==> config.mk <==
export PLATFORM = sky130hd
export DESIGN_NAME = humidity_temp_frame_decoder
export DESIGN_NICKNAME = d
export VERILOG_FILES = /design/src/design/htfd_pkg.sv /design/src/design/htfd_frame_parse.sv /design/src/design/humidity_temp_frame_decoder.sv
export VERILOG_INCLUDE_DIRS = /design/src /design/src/design
export SDC_FILE = /design/constraint.sdc
export NUM_CORES = 1
export LEC_CHECK = 0
export ABC_CLOCK_PERIOD_IN_PS = 7680
export BUFFER_PORTS_ARGS = -buffer_cell sky130_fd_sc_hd__buf_2
export CAP_MARGIN = 20
export CORE_MARGIN = 10
export CORE_UTILIZATION = 45
export CTS_CLUSTER_DIAMETER = 50
export DETAILED_ROUTE_END_ITERATION = 8
export PLACE_DENSITY = 0.68
export SLEW_MARGIN = 20
export SYNTH_ARGS = -nofsm -noshare
export SYNTH_HDL_FRONTEND = slang
export SYNTH_SLANG_ARGS = --single-unit
==> constraint.sdc <==
create_clock -name i_clk -period 7.68 [get_ports i_clk]
set_clock_uncertainty 0.2 [all_clocks]
set_input_delay 1.536 -clock i_clk [delete_from_list [all_inputs] [get_ports i_clk]]
set_output_delay 1.536 -clock i_clk [all_outputs]
set_load 0.05 [all_outputs]
==> src/design/humidity_temp_frame_decoder_defines.svh <==
// Assertion macros for the humidity/temperature frame decoder.
// Included by the top level; depends on nothing else.
`ifndef HUMIDITY_TEMP_FRAME_DECODER_DEFINES_SVH
`define HUMIDITY_TEMP_FRAME_DECODER_DEFINES_SVH

// Same-cycle implication, disabled while reset is asserted.
`define HTFD_ASSERT_NOW(lbl, clk, rstn, ante, cons) \
    lbl: assert property (@(posedge clk) disable iff (!(rstn)) (ante) |-> (cons)) \
        else $error("same-cycle check failed");

// Next-cycle implication, disabled while reset is asserted.
`define HTFD_ASSERT_NEXT(lbl, clk, rstn, ante, cons) \
    lbl: assert property (@(posedge clk) disable iff (!(rstn)) (ante) |=> (cons)) \
        else $error("next-cycle check failed");

`endif

==> src/design/htfd_pkg.sv <==
// Shared types, constants and the CRC-8 step for the frame decoder.
// Used by htfd_frame_parse and humidity_temp_frame_decoder.
package htfd_pkg;

    localparam logic [7:0]  CRC_INIT    = 8'hFF;
    localparam logic [7:0]  CRC_POLY    = 8'h31;
    localparam logic [2:0]  FRAME_LAST  = 3'd6;
    localparam logic [13:0] HUM_SCALE   = 14'd10000;
    localparam logic [14:0] TEMP_SCALE  = 15'd20000;
    localparam logic [14:0] TEMP_OFFSET = 15'd5000;

    // Raw fields of one completed frame.
    typedef struct packed {
        logic [7:0]  status;
        logic [19:0] hum_raw;
        logic [19:0] temp_raw;
        logic        crc_ok;
    } t_frame_res;

    // One byte of CRC-8, MSB first.
    function automatic logic [7:0] crc8_update(input logic [7:0] crc, input logic [7:0] b);
        logic [7:0] c;
        c = crc ^ b;
        for (int i = 0; i < 8; i++) begin
            if (c[7]) begin
                c = {c[6:0], 1'b0} ^ CRC_POLY;
            end else begin
                c = {c[6:0], 1'b0};
            end
        end
        return c;
    endfunction

endpackage

==> src/design/htfd_frame_parse.sv <==
// Frame tracker: byte position, running CRC and payload collection.
// Depends on htfd_pkg for the CRC step and the result struct.
module htfd_frame_parse import htfd_pkg::*; (
    input  logic       i_clk,
    input  logic       i_rst_n,
    input  logic       i_accept,
    input  logic [7:0] i_byte,
    input  logic       i_first,
    output logic       o_done,
    output t_frame_res o_res
);

    logic [2:0]  r_pos,    n_pos;
    logic [7:0]  r_crc,    n_crc;
    logic [39:0] r_shift,  n_shift;
    logic [7:0]  r_status, n_status;
    logic        done;

    // Next frame state for the byte being transferred.
    always_comb begin
        n_pos    = r_pos;
        n_crc    = r_crc;
        n_shift  = r_shift;
        n_status = r_status;
        done     = 1'b0;
        if (i_accept) begin
            if (i_first) begin
                n_status = i_byte;
                n_crc    = crc8_update(CRC_INIT, i_byte);
                n_shift  = '0;
                n_pos    = 3'd1;
            end else if (r_pos == 3'd0 || r_pos > FRAME_LAST) begin
                n_pos = 3'd0;
            end else if (r_pos < FRAME_LAST) begin
                n_crc   = crc8_update(r_crc, i_byte);
                n_shift = {r_shift[31:0], i_byte};
                n_pos   = r_pos + 3'd1;
            end else begin
                done  = 1'b1;
                n_pos = 3'd0;
                n_crc = CRC_INIT;
            end
        end
    end

    // Control state is reset; payload is always loaded by a start byte first.
    always_ff @(posedge i_clk) begin
        if (!i_rst_n) begin
            r_pos <= 3'd0;
            r_crc <= CRC_INIT;
        end else begin
            r_pos <= n_pos;
            r_crc <= n_crc;
        end
        r_shift  <= n_shift;
        r_status <= n_status;
    end

    // Raw fields of the frame that ends with this check byte.
    always_comb begin
        o_done         = done;
        o_res.status   = r_status;
        o_res.hum_raw  = r_shift[39:20];
        o_res.temp_raw = r_shift[19:0];
        o_res.crc_ok   = (i_byte == r_crc);
    end

endmodule

==> src/design/humidity_temp_frame_decoder.sv <==
// Channel | Dir | tdata (low bit up)                                  | tuser
// s       | in  | data_byte[7:0]                                      | first_byte
// m       | out | status, hum raw, temp raw, hum centi, temp centi, 0s | crc_ok
//
// One byte is taken per cycle while o_s_tready is high; a result goes from
// stage one (raw fields) to stage two (scaled output, one multiply each).
// Reset clears the frame position and both stage valids and sets the running CRC to its initial value.
// A stalled output backs up into stage one; input stalls only when both are full.
// Top level of the sensor frame decoder; depends on htfd_pkg, htfd_frame_parse
// and humidity_temp_frame_decoder_defines.svh.
`include "humidity_temp_frame_decoder_defines.svh"
module humidity_temp_frame_decoder import htfd_pkg::*; (
    input  logic        i_clk,
    input  logic        i_rst_n,
    input  logic        i_s_tvalid,
    output logic        o_s_tready,
    input  logic [7:0]  i_s_tdata,   // [7:0] data_byte
    input  logic [0:0]  i_s_tuser,   // [0] first_byte
    output logic        o_m_tvalid,
    input  logic        i_m_tready,
    output logic [79:0] o_m_tdata,   // [7:0] status_byte, [27:8] humidity_raw,
                                     // [47:28] temperature_raw, [61:48] humidity_centi,
                                     // [76:62] temperature_centi, [79:77] zero
    output logic [0:0]  o_m_tuser    // [0] crc_ok
);

    logic        in_xfer;
    logic        s1_adv;
    logic        frame_done;
    t_frame_res  frame_res;

    logic        r_s1_valid, n_s1_valid;
    t_frame_res  r_s1;
    logic        r_out_valid, n_out_valid;
    logic [7:0]  r_status;
    logic [19:0] r_hum_raw;
    logic [19:0] r_temp_raw;
    logic [13:0] r_hum_centi;
    logic [14:0] r_temp_centi;
    logic        r_crc_ok;

    logic [33:0] hum_prod;
    logic [34:0] temp_prod;
    logic [14:0] temp_centi;

    // Handshake: stage one moves on when the output register is free or drains.
    assign s1_adv     = !r_out_valid || i_m_tready;
    assign o_s_tready = !r_s1_valid || s1_adv;
    assign in_xfer    = i_s_tvalid && o_s_tready;

    htfd_frame_parse u_parse (
        .i_clk    (i_clk),
        .i_rst_n  (i_rst_n),
        .i_accept (in_xfer),
        .i_byte   (i_s_tdata),
        .i_first  (i_s_tuser[0]),
        .o_done   (frame_done),
        .o_res    (frame_res)
    );

    // Stage valids.
    always_comb begin
        n_s1_valid = r_s1_valid;
        if (in_xfer && frame_done) begin
            n_s1_valid = 1'b1;
        end else if (s1_adv) begin
            n_s1_valid = 1'b0;
        end
        n_out_valid = s1_adv ? r_s1_valid : r_out_valid;
    end

    // Scaling of the raw codes held in stage one.
    always_comb begin
        hum_prod   = {14'd0, r_s1.hum_raw} * {20'd0, HUM_SCALE};
        temp_prod  = {15'd0, r_s1.temp_raw} * {20'd0, TEMP_SCALE};
        temp_centi = temp_prod[34:20] - TEMP_OFFSET;
    end

    always_ff @(posedge i_clk) begin
        if (!i_rst_n) begin
            r_s1_valid  <= 1'b0;
            r_out_valid <= 1'b0;
        end else begin
            r_s1_valid  <= n_s1_valid;
            r_out_valid <= n_out_valid;
        end
        if (in_xfer && frame_done) begin
            r_s1 <= frame_res;
        end
        if (s1_adv && r_s1_valid) begin
            r_status     <= r_s1.status;
            r_hum_raw    <= r_s1.hum_raw;
            r_temp_raw   <= r_s1.temp_raw;
            r_hum_centi  <= hum_prod[33:20];
            r_temp_centi <= temp_centi;
            r_crc_ok     <= r_s1.crc_ok;
        end
    end

    // Output packing.
    assign o_m_tvalid = r_out_valid;
    assign o_m_tdata  = {3'd0, r_temp_centi, r_hum_centi, r_temp_raw, r_hum_raw, r_status};
    assign o_m_tuser  = r_crc_ok;

    // Checks on the pipeline and the scaled ranges.
    `HTFD_ASSERT_NEXT(a_s1_hold, i_clk, i_rst_n, r_s1_valid && !s1_adv, r_s1_valid)
    `HTFD_ASSERT_NOW(a_hum_range, i_clk, i_rst_n, r_out_valid, r_hum_centi <= 14'd9999)
    `HTFD_ASSERT_NOW(a_temp_range, i_clk, i_rst_n, r_out_valid, $signed(r_temp_centi) >= -15'sd5000 && $signed(r_temp_centi) <= 15'sd14999)

endmodule

======== Word-level counts from Yosys, hierarchy flattened ========
Index checks and enable logic that the tools add are counted.
operators by class
  add/subtract/negate cells ............... 2
  multiply operators ...................... 2
  magnitude comparators ................... 2
  equality and inequality tests ........... 2
  mux-type cells .......................... 72
  bitwise logic cells ..................... 18
  reduce and logical (&&, ||, !) cells .... 14
operators with widths
  operator                count
  $mux 8                  45
  $mux 6                  16
  $mux 40                 2
  $mul 20x10->30 const B  2
  $not 3->3               16
  $sub 15x13->15 const B  1
  $mux 3                  3
  $eq 8x8->1              1
  $not 8->8               1
  $xor 8x8->8             1
  $mux 1                  6
  $reduce_and 2->1        2
  $reduce_bool 2->1       2
  $add 3x1->3 const B     1
  $gt 3x3->1 const B      1
  $logic_and 1x1->1       3
  $logic_not 3->1         1
  $logic_or 1x1->1        3
  $lt 3x3->1 const B      1
  $reduce_and 3->1        1
  $logic_not 1->1         2
  $ne 2x2->1 const B      1
word-level totals
  bits in registers ....................... 188
  bits of input ports ..................... 13
  output and inout bits ................... 83
  logic and storage cells ................. 128

======== Depth between registers and ports, before layout ========
  word-level depth ........................ 48
  gate-level depth with buffers ........... 23
  depth with buffers taken out ............ 23

======== Cells and area by module ========
A second synthesis with hierarchy kept.
second synthesis, totals
  cell total of the unflattened synthesis .. 991
  area total of the unflattened synthesis .. 12492.0 um^2
by module, submodules not included
  module                       times used  cells an instance  area each (um^2)  seq. area each (um^2)
  humidity_temp_frame_decoder  1           785                9803.2            3853.7
  htfd_frame_parse             1           206                2688.8            1661.6

======== Worst setup path before layout ========
OpenSTA, ideal clock, no wires.
  path kind ............................... input -> register
  start point ............................. in i_m_tready
  end point ............................... reg r_crc_ok (netlist: o_m_tuser), enable pin
  library setup time ...................... 0.524 ns
  arrival ................................. 5.069 ns
  required time ........................... 6.956 ns
  slack ................................... 1.887 ns
  cell stages on the path ................. 2
  buffers on the path ..................... 0
  path through ............................ nor2b_1 -> nor2b_1
on the way
  longest elaborated chain between the ends .. 2
RTL lines
  element               RTL line                           source
  start, declared       humidity_temp_frame_decoder.sv:20  input logic i_m_tready,
  $logic_or 1x1->1      humidity_temp_frame_decoder.sv:47  assign s1_adv = !r_out_valid || i_m_tready;
  $logic_and 1x1->1     humidity_temp_frame_decoder.sv:90  if (s1_adv && r_s1_valid) begin
  end signal, assigned  humidity_temp_frame_decoder.sv:96  r_crc_ok <= r_s1.crc_ok;
  end, declared         humidity_temp_frame_decoder.sv:40  logic r_crc_ok;
Every way passes these cells.
A chain may end at the register's enable or synchronous reset.

======== Worst setup path in the final report ========
  start point ............................. reg r_s1[13] in the netlist's numbering
  end point ............................... reg r_temp_centi[14] (data pin)
on the way
  longest elaborated chain between the ends .. 2
RTL lines
  element                 RTL line                           source
  start, declared         humidity_temp_frame_decoder.sv:33  t_frame_res r_s1;
  start signal, assigned  humidity_temp_frame_decoder.sv:88  r_s1 <= frame_res;
  $mul 20x10->30          humidity_temp_frame_decoder.sv:75  temp_prod = {15'd0, r_s1.temp_raw} * {20'd0, TEMP_SCALE};
  $sub 15x13->15          humidity_temp_frame_decoder.sv:76  temp_centi = temp_prod[34:20] - TEMP_OFFSET;
  net temp_centi[14]      humidity_temp_frame_decoder.sv:44  logic [14:0] temp_centi;
  end signal, assigned    humidity_temp_frame_decoder.sv:95  r_temp_centi <= temp_centi;
  end, declared           humidity_temp_frame_decoder.sv:39  logic [14:0] r_temp_centi;
The timed path passes the listed nets, and every way through them passes these cells.

==> impl_metrics.env <==
export IMPL_critPathMaxFanout=7
export IMPL_r2r_end="r_temp_centi[14]"
export IMPL_ir_drop_mv=0.162
export IMPL_highest_layer="met4"
export IMPL_antenna_found_initial=0
export IMPL_hold_path_depth=0
export IMPL_worstPathCellList="inv_1 > fa_1 > inv_1 > ha_1 > fa_1 > ha_1 > inv_1 > fa_1 > inv_1 > ha_1 > nand2_2 > o31ai_1 > o211ai_1 > and3_1 > o2111ai_1 > nand2_1 > a2111oi_2 > o22ai_1 > xnor2_1"
export IMPL_p_int_w=0.00162
export IMPL_dpl_cell_count=1560
export IMPL_hold_viol_final=0
export IMPL_fin_cells=1592
export IMPL_yosysWarnings=0
export IMPL_hold_buffers=0
export IMPL_clock_sinks=188
export IMPL_grt_max_degree=59
export IMPL_cts_buffers=17
export IMPL_total_power_w=0.00212
export IMPL_start_kind="flip-flop"
export IMPL_tns_ns=0
export IMPL_ctsResizeCount=0
export IMPL_nets=1464
export IMPL_routed_wl_mm=24.7
export IMPL_finalWeightedCongestion=0.890
export IMPL_overflow=0
export IMPL_rows=62
export IMPL_dr_wl_met2_mm=11.2
export IMPL_p_seq_share_pct=54.3
export IMPL_core_um2=28600
export IMPL_max_clock_freq_mhz=160
export IMPL_final_cell_mix="256 x inv_1, 175 x edfxtp_1, 164 x ha_1, 92 x fa_1, 92 x buf_2"
export IMPL_die_h_um=190
export IMPL_final_common_cell="inv_1"
export IMPL_grt_pass1_wl_mm=41.6
export IMPL_p_sw_w=0.000495
export IMPL_clk_latency_ns=0.44
export IMPL_drv_cap=0
export IMPL_p_sw_share_pct=23.4
export IMPL_track_usage_pct=14.2
export IMPL_cts_root_buf="clkbuf_16"
export IMPL_utilization_pct=50.6
export IMPL_layout_min_cycle_time_ns=6.25
export IMPL_hold_path_endpoint="r_s1[37]"
export IMPL_setup_worst_path_end_class="flip-flop"
export IMPL_max_stage_delay_ns=0.58
export IMPL_drive_above_1_share_pct=12.6
export IMPL_fp_dieW_um=190
export IMPL_first_pass_iters=4
export IMPL_pwr_share_clk_pct=40.2
export IMPL_status="completed"
export IMPL_power_density_nw_per_um2=146
export IMPL_cp_top_family="adder cells"
export IMPL_worst_r2r_path_depth=19
export IMPL_detail_route_wl_per_cell_um=15.5
export IMPL_slew_viol_final=0
export IMPL_hp_start="u_parse.r_shift[36]"
export IMPL_rsz0062_at_grt="no"
export IMPL_dieArea_um2=36100
export IMPL_first_global_vias=8165
export IMPL_netlist_area_um2=13000
export IMPL_htree_levels=4
export IMPL_setup_viol=0
export IMPL_synth_seq_cells=188
export IMPL_critical_path_required_ns=7.66
export IMPL_seq_area_frac_synth_pct=42.4
export IMPL_drc=0
export IMPL_crit_top_cell="inv_1"
export IMPL_routedLengthMet1_mm=11.8
export IMPL_rrSetupSlack_ns=1.43
export IMPL_timing_final_crit_share_pct=81.4
export IMPL_dp_hpwl_mm=19.3
export IMPL_synth_cells=1095
export IMPL_arrival_ns=6.23
export IMPL_routed_wl_met3_mm=1.38
export IMPL_clk_pin_slew_worst_paths_ns=0.08
export IMPL_synthArstFlopShare_pct=0
export IMPL_cp_slowest_cell="fa_1"
export IMPL_clockBufferDepth=2
export IMPL_cts_tree="built"
export IMPL_leakage_nw=6.52
export IMPL_io_pin_count=96
export IMPL_area_growth_syn_to_layout_pct=11.4
export IMPL_start_util_pct=45.4
export IMPL_num_vias=7740
export IMPL_hold_path_class="reg -> reg"
export IMPL_drt_iter0_markers=448
export IMPL_whs_ns=0.211
export IMPL_yosysUniqueCellTypes=69
export IMPL_cp_num_buf_inv=4
export IMPL_n_antenna_cell=0
export IMPL_ant_nets=0
export IMPL_post_cts_buffers=0
export IMPL_avgSynthCellArea_um2=11.9
export IMPL_io_buffers=92
export IMPL_ys_flop_type="edfxtp_1"
export IMPL_p_comb_share_pct=5.4
export IMPL_rr_startpoint="r_s1[13]"
export IMPL_critPathKind="reg -> reg"
export IMPL_vias_per_cell=4.86
export IMPL_tightestPinTransition_ns=0.868
export IMPL_slew_headroom_pct=42.1
export IMPL_synth_edff_count=175
## per-layer routing
metal	vias up	global-route usage, %
met4	0	3.02
met5	-	0
met2	153	22.5
met1	3708	19.3
li1	3860	-
met3	19	3.75
## layout make-up
type                            instances  area [um^2]
Sequential cell                       188         5520
Fill cell                            2544        14200
Inverter                              258          970
Clock inverter                         15          158
Multi-Input combinational cell        634         6430
Timing Repair Buffer                   96          490
Clock buffer                           17          425
Tap cell                              384          480
## synthesized netlist by cell type (all sizes together) (5+ instances only)
library cell / instances / area (um^2)
and3: 7 / 43.8
nor3: 15 / 80.1
buf: 8 / 60.1
nand2: 36 / 138
fa: 92 / 1840
o21ai: 18 / 93.8
o22ai: 5 / 31.3
edfxtp: 175 / 5260
a21boi: 5 / 37.5
nand4: 8 / 50.1
nor2: 28 / 108
a21oi: 31 / 189
o31ai: 6 / 55.1
a2111oi: 5 / 76.3
a211oi: 7 / 62.6
dfxtp: 13 / 260
a221oi: 7 / 61.3
xnor2: 40 / 350
o211ai: 5 / 37.5
nand2b: 6 / 37.5
o21a: 12 / 90.1
inv: 258 / 968
xor2: 23 / 201
clkbuf: 9 / 33.8
and2: 5 / 31.3
nand3: 14 / 70.1
nor2b: 42 / 263
ha: 164 / 2050
a21o: 6 / 45.0
## flip-flops by register name (all words and copies together) (netlist names)
register          cells
r_s1                 49
u_parse.r_shift      40
r_hum_raw            20
r_temp_raw           20
r_temp_centi         15
r_hum_centi          14
r_status              8
u_parse.r_crc         8
u_parse.r_status      8
u_parse.r_pos         3
o_m_tuser             1
o_m_tvalid            1
r_s1_valid            1
## worst register-to-register path: cells and delay by family (launching register included)
kind            cells  cell delay [ns]
fa+ha+maj           6             2.61
compound gates      5             1.58
simple gates        3             0.61
flops               1             0.52
buf+inv             4             0.37
xor+xnor            1             0.15
## power groups by stage
stage / Sequential, W / Clock [W] / Combinational, W
2_1_floorplan: 0.00117 / 0 / 0.0000949
3_3_place_gp: 0.00117 / 0 / 0.000114
3_5_place_dp: 0.00117 / 0 / 0.000115
4_1_cts: 0.00115 / 0.000879 / 0.000116
5_1_grt: 0.00115 / 0.000917 / 0.000129
6_report: 0.00115 / 0.000851 / 0.000115
## how the worst max path moves through the flow
| stage | startpoint | to | cells after the start |
|---|---|---|---|
| after floorplan | i_m_tready | o_m_tuser | 2 |
| after global placement | r_s1[15] | r_temp_centi[14] | 19 |
| after detailed placement | r_s1[15] | r_temp_centi[14] | 19 |
| after CTS | r_s1[15] | r_temp_centi[14] | 19 |
| after global routing | r_s1[15] | r_temp_centi[14] | 19 |
| final | r_s1[13] | r_temp_centi[14] | 19 |
## cell families (layout without fill, tap and decap cells)
| logic type | Yosys count | after routing | share of synthesized area [%] |
|---|---|---|---|
| other | 1 | 3 | 0.0289 |
| DFF | 188 | 188 | 42.4 |
| muxes | 4 | 4 | 0.327 |
| adders and majority gates | 256 | 256 | 30.0 |
| and+or+nand+nor | 177 | 177 | 7.23 |
| xor gates and xnor gates | 63 | 63 | 4.25 |
| AOI/OAI and AO/OA | 131 | 131 | 7.59 |
| buffers and inverters | 275 | 386 | 8.17 |
## per-stage QoR
stage / instance area, um^2 / setup slack [ns]
4_1_cts: 14500 / 1.43
2_1_floorplan: 13000 / 1.89
5_1_grt: 14500 / 1.04
3_5_place_dp: 13900 / 1.43
3_3_place_gp: 13900 / 1.48
6_report: 14500 / 1.43
(Power assumes the default switching activity.)
